===== config.mk =====
export PLATFORM = sky130hd
export DESIGN_NAME = ascii_length_prefixed_record_parser_flat
export DESIGN_NICKNAME = d
export VERILOG_FILES = /design/src/rtl/core/alrp_pkg.sv /design/src/rtl/core/alrp_in_if.sv /design/src/rtl/core/alrp_out_if.sv /design/src/rtl/core/alrp_step.sv /design/src/rtl/core/ascii_length_prefixed_record_parser.sv /design/src/flat_wrapper.sv
export SDC_FILE = /design/constraint.sdc
export NUM_CORES = 1
export LEC_CHECK = 0
export BUFFER_PORTS_ARGS = -buffer_cell sky130_fd_sc_hd__buf_4
export CELL_PAD_IN_SITES_DETAIL_PLACEMENT = 1
export CELL_PAD_IN_SITES_GLOBAL_PLACEMENT = 2
export CORE_UTILIZATION = 35
export CTS_CLUSTER_SIZE = 12
export DETAILED_ROUTE_END_ITERATION = 12
export PLACE_DENSITY_LB_ADDON = 0.1
export SLEW_MARGIN = 20
export SYNTH_ARGS = -nofsm -noshare
export SYNTH_HDL_FRONTEND = slang
export SYNTH_HIERARCHICAL = 1
export SYNTH_SLANG_ARGS = --single-unit
export TNS_END_PERCENT = 10

===== constraint.sdc =====
create_clock -name clk -period 5.8 [get_ports clk]
set_clock_uncertainty 0.05 [all_clocks]
set_input_delay 1.16 -clock clk [delete_from_list [all_inputs] [get_ports clk]]
set_output_delay 1.16 -clock clk [all_outputs]
set_load 0.05 [all_outputs]

===== src/rtl/core/alrp_pkg.sv =====
// Shared types, constants and helpers for the ASCII length-prefixed record parser.
package alrp_pkg;

  localparam int HEADER_DIGITS = 4;
  localparam int DIG_W = (HEADER_DIGITS > 1) ? $clog2(HEADER_DIGITS) : 1;
  localparam int ACC_W = 14;
  localparam int BYTE_W = 8;
  localparam logic [ACC_W-1:0] ACC_MAX = ACC_W'(9999);
  localparam logic [BYTE_W-1:0] ASCII_ZERO = 8'h30;
  localparam logic [BYTE_W-1:0] ASCII_NINE = 8'h39;

  typedef enum logic [1:0] {
    PH_OP  = 2'd0,
    PH_LEN = 2'd1,
    PH_PAY = 2'd2
  } phase_t;

  typedef enum logic [1:0] {
    ERR_NONE   = 2'd0,
    ERR_HEADER = 2'd1,
    ERR_TRUNC  = 2'd2
  } err_t;

  typedef struct packed {
    phase_t             phase;
    logic [DIG_W-1:0]   digit_idx;
    logic [ACC_W-1:0]   op_acc;
    logic [ACC_W-1:0]   len_acc;
    logic [ACC_W-1:0]   remaining;
  } state_t;

  localparam state_t STATE_RESET = '{
    phase:     PH_OP,
    digit_idx: '0,
    op_acc:    '0,
    len_acc:   '0,
    remaining: '0
  };

  typedef struct packed {
    logic [ACC_W-1:0]  op_code;
    logic [ACC_W-1:0]  record_length;
    logic [BYTE_W-1:0] payload_byte;
    logic              byte_valid;
    logic              last_in_record;
    err_t              error_code;
  } out_word_t;

  typedef struct packed {
    logic      emit;
    out_word_t word;
  } result_t;

  // acc * 10 + d, saturated
  function automatic logic [ACC_W-1:0] acc_digit(input logic [ACC_W-1:0] acc,
                                                 input logic [3:0] d);
    logic [ACC_W+3:0] v;
    v = ({4'b0, acc} << 3) + ({4'b0, acc} << 1) + (ACC_W+4)'(d);
    return (v > (ACC_W+4)'(ACC_MAX)) ? ACC_MAX : v[ACC_W-1:0];
  endfunction

endpackage


===== src/rtl/core/alrp_in_if.sv =====
// Input channel: one message byte per word with end-of-message mark.
interface alrp_in_if;
  import alrp_pkg::*;

  logic              valid;
  logic              ready;
  logic [BYTE_W-1:0] in_byte;
  logic              end_of_message;

  modport source(output valid, output in_byte, output end_of_message, input ready);
  modport sink(input valid, input in_byte, input end_of_message, output ready);
endinterface


===== src/rtl/core/alrp_out_if.sv =====
// Result channel: one payload byte, header values and status per word.
interface alrp_out_if;
  import alrp_pkg::*;

  logic              valid;
  logic              ready;
  logic [ACC_W-1:0]  op_code;
  logic [ACC_W-1:0]  record_length;
  logic [BYTE_W-1:0] payload_byte;
  logic              byte_valid;
  logic              last_in_record;
  logic [1:0]        error_code;

  modport source(output valid, output op_code, output record_length, output payload_byte,
                 output byte_valid, output last_in_record, output error_code,
                 input ready);
  modport sink(input valid, input op_code, input record_length, input payload_byte,
               input byte_valid, input last_in_record, input error_code,
               output ready);
endinterface


===== src/rtl/core/alrp_step.sv =====
// Per-byte parse step: next parser state and the optional result word.
module alrp_step (
  input  alrp_pkg::state_t           state,
  input  logic [alrp_pkg::BYTE_W-1:0] data_byte,
  input  logic                        eom,
  output alrp_pkg::state_t           state_nxt,
  output alrp_pkg::result_t          res
);
  import alrp_pkg::*;

  logic             is_digit;
  logic             last_digit;
  logic             pay_last;
  logic [ACC_W-1:0] op_new;
  logic [ACC_W-1:0] len_new;

  assign is_digit   = (data_byte >= ASCII_ZERO) && (data_byte <= ASCII_NINE);
  assign last_digit = (state.digit_idx == DIG_W'(HEADER_DIGITS - 1));
  assign pay_last   = (state.remaining <= ACC_W'(1));
  assign op_new     = acc_digit(state.op_acc, data_byte[3:0]);
  assign len_new    = acc_digit(state.len_acc, data_byte[3:0]);

  // next state
  always_comb begin
    state_nxt = state;
    unique case (state.phase)
      PH_PAY: begin
        if (pay_last || eom) begin
          state_nxt = STATE_RESET;
        end else begin
          state_nxt.remaining = state.remaining - ACC_W'(1);
        end
      end
      PH_OP, PH_LEN: begin
        if (!is_digit) begin
          state_nxt = STATE_RESET;
        end else begin
          if (state.phase == PH_OP) begin
            state_nxt.op_acc = op_new;
          end else begin
            state_nxt.len_acc = len_new;
          end
          if (last_digit) begin
            state_nxt.digit_idx = '0;
            if (state.phase == PH_OP) begin
              state_nxt.phase = PH_LEN;
            end else if (len_new == '0) begin
              state_nxt = STATE_RESET;
            end else begin
              state_nxt.phase     = PH_PAY;
              state_nxt.remaining = len_new;
            end
          end else begin
            state_nxt.digit_idx = state.digit_idx + DIG_W'(1);
          end
          if (eom) begin
            state_nxt = STATE_RESET;
          end
        end
      end
      default: begin
        state_nxt = STATE_RESET;
      end
    endcase
  end

  // result word
  always_comb begin
    res.emit                = 1'b0;
    res.word.op_code        = state.op_acc;
    res.word.record_length  = state.len_acc;
    res.word.payload_byte   = '0;
    res.word.byte_valid     = 1'b0;
    res.word.last_in_record = 1'b1;
    res.word.error_code     = ERR_NONE;
    unique case (state.phase)
      PH_PAY: begin
        res.emit = 1'b1;
        if (pay_last) begin
          res.word.payload_byte = data_byte;
          res.word.byte_valid   = 1'b1;
        end else if (eom) begin
          res.word.error_code = ERR_TRUNC;
        end else begin
          res.word.payload_byte   = data_byte;
          res.word.byte_valid     = 1'b1;
          res.word.last_in_record = 1'b0;
        end
      end
      PH_OP, PH_LEN: begin
        if (!is_digit) begin
          res.emit            = 1'b1;
          res.word.error_code = ERR_HEADER;
        end else begin
          if (state.phase == PH_OP) begin
            res.word.op_code = op_new;
          end else begin
            res.word.record_length = len_new;
          end
          if ((state.phase == PH_LEN) && last_digit && (len_new == '0)) begin
            res.emit = 1'b1;
          end else if (eom) begin
            res.emit            = 1'b1;
            res.word.error_code = ERR_TRUNC;
          end
        end
      end
      default: begin
        res.emit = 1'b0;
      end
    endcase
  end

endmodule


===== src/rtl/core/ascii_length_prefixed_record_parser.sv =====
// Top level of the ASCII length-prefixed record parser.
// Takes one message byte per clock while the output is not stalled and returns at most one
// result word per byte. Each record is four ASCII decimal digits of operation code, four of
// payload length, then the payload; every payload byte comes out with the code, the length
// and a last-of-record mark, and a zero-length record gives one word with byte_valid low. A
// non-digit header byte (error 1) or an end of message inside a record (error 2) gives one
// error word and the parser starts over at the next header. Sustained rate is one byte per
// clock when the output does not stall. A byte goes from the input register through the
// combinational parse step into the result register, which drives the output.
// A waiting result stalls only bytes that give a result word: header digits that give none
// still pass the input register, and any other byte waits until the result register is free.
module ascii_length_prefixed_record_parser (
  input logic       clk,
  input logic       rst_n,
  alrp_in_if.sink   in_ch,
  alrp_out_if.source out_ch
);
  import alrp_pkg::*;

  logic              s1_valid_r;
  logic [BYTE_W-1:0] s1_byte_r;
  logic              s1_eom_r;
  logic              s1_adv;
  logic              out_free;
  logic              out_valid_r;
  out_word_t         out_word_r;
  state_t            state_r;
  state_t            state_nxt;
  result_t           res;

  alrp_step u_step (
    .state     (state_r),
    .data_byte (s1_byte_r),
    .eom       (s1_eom_r),
    .state_nxt (state_nxt),
    .res       (res)
  );

  assign out_free    = !out_valid_r || out_ch.ready;
  assign s1_adv      = s1_valid_r && (!res.emit || out_free);
  assign in_ch.ready = !s1_valid_r || s1_adv;

  always_ff @(posedge clk) begin
    if (!rst_n) begin
      s1_valid_r  <= 1'b0;
      out_valid_r <= 1'b0;
      state_r     <= STATE_RESET;
    end else begin
      if (in_ch.ready) begin
        s1_valid_r <= in_ch.valid;
      end
      if (s1_adv) begin
        state_r <= state_nxt;
      end
      if (s1_adv && res.emit) begin
        out_valid_r <= 1'b1;
      end else if (out_ch.ready) begin
        out_valid_r <= 1'b0;
      end
    end
  end

  always_ff @(posedge clk) begin
    if (in_ch.ready && in_ch.valid) begin
      s1_byte_r <= in_ch.in_byte;
      s1_eom_r  <= in_ch.end_of_message;
    end
    if (s1_adv && res.emit) begin
      out_word_r <= res.word;
    end
  end

  assign out_ch.valid          = out_valid_r;
  assign out_ch.op_code        = out_word_r.op_code;
  assign out_ch.record_length  = out_word_r.record_length;
  assign out_ch.payload_byte   = out_word_r.payload_byte;
  assign out_ch.byte_valid     = out_word_r.byte_valid;
  assign out_ch.last_in_record = out_word_r.last_in_record;
  assign out_ch.error_code     = out_word_r.error_code;

  a_valid_no_error: assert property (@(posedge clk) disable iff (!rst_n)
    out_valid_r && out_word_r.byte_valid |-> out_word_r.error_code == ERR_NONE)
    else $error("payload word carries an error code");

  a_error_is_last: assert property (@(posedge clk) disable iff (!rst_n)
    out_valid_r && (out_word_r.error_code != ERR_NONE) |-> out_word_r.last_in_record)
    else $error("error word not marked last");

  a_pay_nonzero: assert property (@(posedge clk) disable iff (!rst_n)
    state_r.phase == PH_PAY |-> state_r.remaining != '0)
    else $error("payload phase with nothing remaining");

  a_hdr_no_remaining: assert property (@(posedge clk) disable iff (!rst_n)
    state_r.phase != PH_PAY |-> state_r.remaining == '0)
    else $error("header phase with payload count left");

  a_hold_stalled_byte: assert property (@(posedge clk) disable iff (!rst_n)
    s1_valid_r && !s1_adv |=> s1_valid_r && $stable(s1_byte_r) && $stable(state_r))
    else $error("stalled byte or parser state changed");

endmodule

===== src/flat_wrapper.sv =====
// flat-port wrapper written by rule: the top's interface ports become plain ports
module ascii_length_prefixed_record_parser_flat import alrp_pkg::*;
  (clk, rst_n, in_ch_valid, in_ch_in_byte, in_ch_end_of_message, in_ch_ready, out_ch_valid, out_ch_op_code, out_ch_record_length, out_ch_payload_byte, out_ch_byte_valid, out_ch_last_in_record, out_ch_error_code, out_ch_ready);
  alrp_in_if in_ch_i ();
  alrp_out_if out_ch_i ();
  input logic clk;
  input logic rst_n;
  input wire logic [$bits(in_ch_i.valid)-1:0] in_ch_valid;
  input wire logic [$bits(in_ch_i.in_byte)-1:0] in_ch_in_byte;
  input wire logic [$bits(in_ch_i.end_of_message)-1:0] in_ch_end_of_message;
  output wire logic [$bits(in_ch_i.ready)-1:0] in_ch_ready;
  output wire logic [$bits(out_ch_i.valid)-1:0] out_ch_valid;
  output wire logic [$bits(out_ch_i.op_code)-1:0] out_ch_op_code;
  output wire logic [$bits(out_ch_i.record_length)-1:0] out_ch_record_length;
  output wire logic [$bits(out_ch_i.payload_byte)-1:0] out_ch_payload_byte;
  output wire logic [$bits(out_ch_i.byte_valid)-1:0] out_ch_byte_valid;
  output wire logic [$bits(out_ch_i.last_in_record)-1:0] out_ch_last_in_record;
  output wire logic [$bits(out_ch_i.error_code)-1:0] out_ch_error_code;
  input wire logic [$bits(out_ch_i.ready)-1:0] out_ch_ready;
  assign in_ch_i.valid = in_ch_valid;
  assign in_ch_i.in_byte = in_ch_in_byte;
  assign in_ch_i.end_of_message = in_ch_end_of_message;
  assign in_ch_ready = in_ch_i.ready;
  assign out_ch_valid = out_ch_i.valid;
  assign out_ch_op_code = out_ch_i.op_code;
  assign out_ch_record_length = out_ch_i.record_length;
  assign out_ch_payload_byte = out_ch_i.payload_byte;
  assign out_ch_byte_valid = out_ch_i.byte_valid;
  assign out_ch_last_in_record = out_ch_i.last_in_record;
  assign out_ch_error_code = out_ch_i.error_code;
  assign out_ch_i.ready = out_ch_ready;
  ascii_length_prefixed_record_parser u_core (.clk(clk), .rst_n(rst_n), .in_ch(in_ch_i), .out_ch(out_ch_i));
endmodule

==> flow_metrics.py <==
metrics = {
    "clock_tree": {
        "clkSinkCount": 97,
        "cts_buffers": 9,
        "cts_tree": "yes",
        "h-tree-depth": 3,
        "clk_pin_slew_worst_paths_ns": 0.09,
        "clk_path_buf_depth": 2,
        "cts_root_buf": "clkbuf_16",
        "clk-insertion-delay-late_ns": 0.36,
        "ctsHoldBuffers": 0,
    },
    "layout": {
        "fin_util_pct": 40.5,
        "diodes": 0,
        "layout-drive-gt1-share_pct": 13.8,
        "nets": 945,
        "area_delta_synth_final_pct": 13.4,
    },
    "critical_path": {
        "cp_max_fo": 8,
        "arrival_ns": 4.34,
        "max_stage_delay_ns": 0.59,
        "rr_startpoint": "u_core/state_r[14]",
        "cp-start-kind": "flop",
        "crit_family": "compound AO/OA/AOI/OAI gates",
        "crit_top_cell": "inv_1",
        "crit_type": "flop to primary output",
        "crit_buf_inv": 3,
        "path_cells": "inv_1 -> fa_1 -> inv_1 -> ha_1 -> a21o_1 -> a41o_1 -> o21a_1 -> o311ai_1 -> nor3_1 -> and2_2 -> a41oi_1 -> a21oi_2 -> and2_1 -> nand2_1 -> buf_4",
        "crit_start": "u_core/state_r[14]",
        "slowest_stage": "fa_1",
        "endpoint_kind": "primary output",
        "cp.required_ns": 4.59,
    },
    "power": {
        "p_per_area_nw_per_um2": 187,
        "netSwitchingPower_uw": 442,
        "ir_worst_vdd_uv": 112,
        "leakagePower_uw": 0.00332,
        "p_sw_share_pct": 28.8,
        "p_int_uw": 1090,
        "pwr-share-comb_pct": 8.6,
        "clock_power_share_pct": 42.9,
        "pwr-share-seq_pct": 48.5,
    },
    "sta": {
        "setup_viol": 0,
        "period_minus_slack_ns": 5.55,
        "worst_pin_slew_ns": 1.05,
        "min_period_over_period_pct": 95.7,
        "final_hold_viol_count": 0,
        "maxSlewViolCount": 0,
        "holdWs_ns": 0.439,
        "maxSlewHeadroom_pct": 30.1,
        "fmax_ghz": 0.180,
        "fin_ws_ns": 0.251,
    },
    "logic_synthesis": {
        "avgSynthCellArea_um2": 8.66,
        "ys_top_cells_by_area": "edfxtp_1 20%, dfxtp_1 13%, ha_1 9.9%",
        "ys_seq_area_share_pct": 33.7,
        "synth_largest_area_cell": "edfxtp_1",
        "ys.flop_type": "edfxtp_1",
        "synth_area_um2": 7230,
        "yosysTopAreaCellShare_pct": 20.4,
        "async_flop_share_pct": 0,
        "synth_nets": 908,
        "syn_inst": 834,
        "synth_edf_count": 49,
        "synth-seq-cells": 97,
        "synth.distinct_cells": 83,
        "ys_warn_count": 6,
    },
    "detailed_routing": {
        "antenna_left": 0,
        "drtPass1Iterations": 4,
        "drc": 0,
        "routedWlPerCell_um": 20.9,
        "totalWireLength_um": 24000,
        "via_count": 6457,
        "first_iter_violations": 333,
        "via_per_inst": 5.63,
    },
    "floorplan": {
        "die_h_um": 146,
        "core-area_um2": 20200,
        "rows": 52,
        "io_pins": 55,
        "die_area_um2": 21200,
        "die_w_um": 146,
        "start_util_pct": 35.7,
    },
    "global_routing": {
        "grt_antenna_before_repair": 0,
        "grt_start_max_net_pins": 95,
        "grtUsageTotal_pct": 23.3,
        "first_global_vias": 6673,
        "grt_pass1_wl_um": 38200,
        "overflow": 0,
    },
    "flow_run": {
        "max_cap_viol_count": 0,
    },
    "place": {
        "dp_hpwl_um": 17800,
        "routabilityCongestion": 0.912,
        "io_buffers": 54,
        "detailedPlace.worstSlack_ns": 0.514,
    },
    "run_status": {
        "status": "finished, final reports clean",
    },
    "hold_path": {
        "holdCritPathClass": "flop to flop",
        "min_from": "u_core/state_r[5]",
    },
}
## worst paths after layout
check | end | slack [ns] | cells past startpoint
worst max-delay path | in_ch_ready | 0.25 | 15
worst min-delay path | u_core/state_r[5] | 0.44 | 2
worst max register to register | u_core/state_r[42] | 0.84 | 16
worst min register to register | u_core/state_r[5] | 0.44 | 2
## cells in the mapped netlist (9+ instances only)
cell type / number
xnor2_1: 13
nor3_1: 21
o21ai_0: 49
nand2_1: 179
o21a_1: 12
edfxtp_1: 49
nand3_1: 10
nor4_1: 9
and2_1: 19
a21oi_1: 28
ha_1: 57
dfxtp_1: 48
mux2i_1: 49
clkbuf_1: 25
inv_1: 32
o22ai_1: 16
a21o_1: 9
nor2_1: 41
## cell families (layout without fill, tap and decap cells)
logic type	count (synthesis)	count (layout)	synth area share [%]
adders and majority gates	61	61	11.0
DFF	97	97	33.7
buffers and inverters	71	113	4.57
and+or+nand+nor	334	334	21.8
xor gates and xnor gates	18	18	2.18
muxes	55	55	7.72
AOI/OAI and AO/OA	198	198	19.1
## flip-flops by register name, summed over array words and instances, names as in the netlist
| signal | cells |
|---|---|
| u_core/state_r | 46 |
| u_core/out_ch.op_code | 14 |
| u_core/out_ch.record_length | 14 |
| u_core/out_ch.payload_byte | 8 |
| u_core/s1_byte_r | 8 |
| u_core/out_ch.error_code | 2 |
| u_core/out_ch.byte_valid | 1 |
| u_core/out_ch.last_in_record | 1 |
| u_core/out_ch.valid | 1 |
| u_core/s1_eom_r | 1 |
| u_core/s1_valid_r | 1 |
## layout make-up
class	instances	area, um2
Tap cell	270	338
Clock buffer	9	225
Inverter	33	124
Timing Repair Buffer	64	493
Fill cell	2389	12000
Multi-Input combinational cell	666	4480
Sequential cell	97	2430
Clock inverter	7	96.3
## routing by layer
metal / global-route usage, % / share of wire [%] / up-vias
met5: 0 / 0 / -
met4: 5.53 / 1.2 / 0
met3: 3.48 / 4.0 / 17
met2: 37.5 / 46 / 118
met1: 32.6 / 48 / 3215
li1: - / - / 3107
## worst reg2reg max path: stages (launching register included)
cell and delay [ns]:
dfxtp_1 0.41, inv_1 0.09, fa_1 0.59, inv_1 0.06, ha_1 0.30, a21o_1 0.18, a41o_1 0.33, o21a_1 0.20
o311ai_1 0.33, nor3_1 0.10, and2_2 0.28, a41oi_1 0.55, a21oi_2 0.07, buf_4 0.17, a21boi_4 0.13, buf_4 0.69
mux2i_1 0.36
## power by group through the flow
stage          logic [uW]  clock network [uW]  registers (uW)
2_1_floorplan        48.4                   0             801
3_3_place_gp          132                   0             758
3_5_place_dp          133                   0             759
4_1_cts               134                 681             743
5_1_grt               139                 705             745
6_report              132                 658             743
## metrics by stage
| step | cells | area, um2 | setup TNS (ns) | power, uW |
|---|---|---|---|---|
| floorplan | 834 | 7230 | 0 | 849 |
| global placement | 1129 | 7860 | 0 | 890 |
| detailed placement | 1129 | 7860 | 0 | 892 |
| CTS | 1145 | 8180 | 0 | 1560 |
| global route | 1146 | 8190 | -0.000981 | 1590 |
| finish | 1146 | 8190 | 0 | 1530 |
## timing repair
item / CTS / global route
setup buffers: 0 / 1
gates resized for setup: 0 / 2
endpoints found under the setup margin: 0 / 1
endpoints found under the hold margin: 0 / 0
## cell usage in the layout (no fill, tap or decap), types with 16 or more instances in the layout
master	instances
a21oi_1	27
nand2_1	179
o22ai_1	16
nor3_1	20
buf_4	63
inv_1	32
edfxtp_1	49
ha_1	57
nor2_1	41
mux2i_1	49
dfxtp_1	48
o21ai_0	48
and2_1	17
Note: power is estimated with default switching activity, not from simulation.
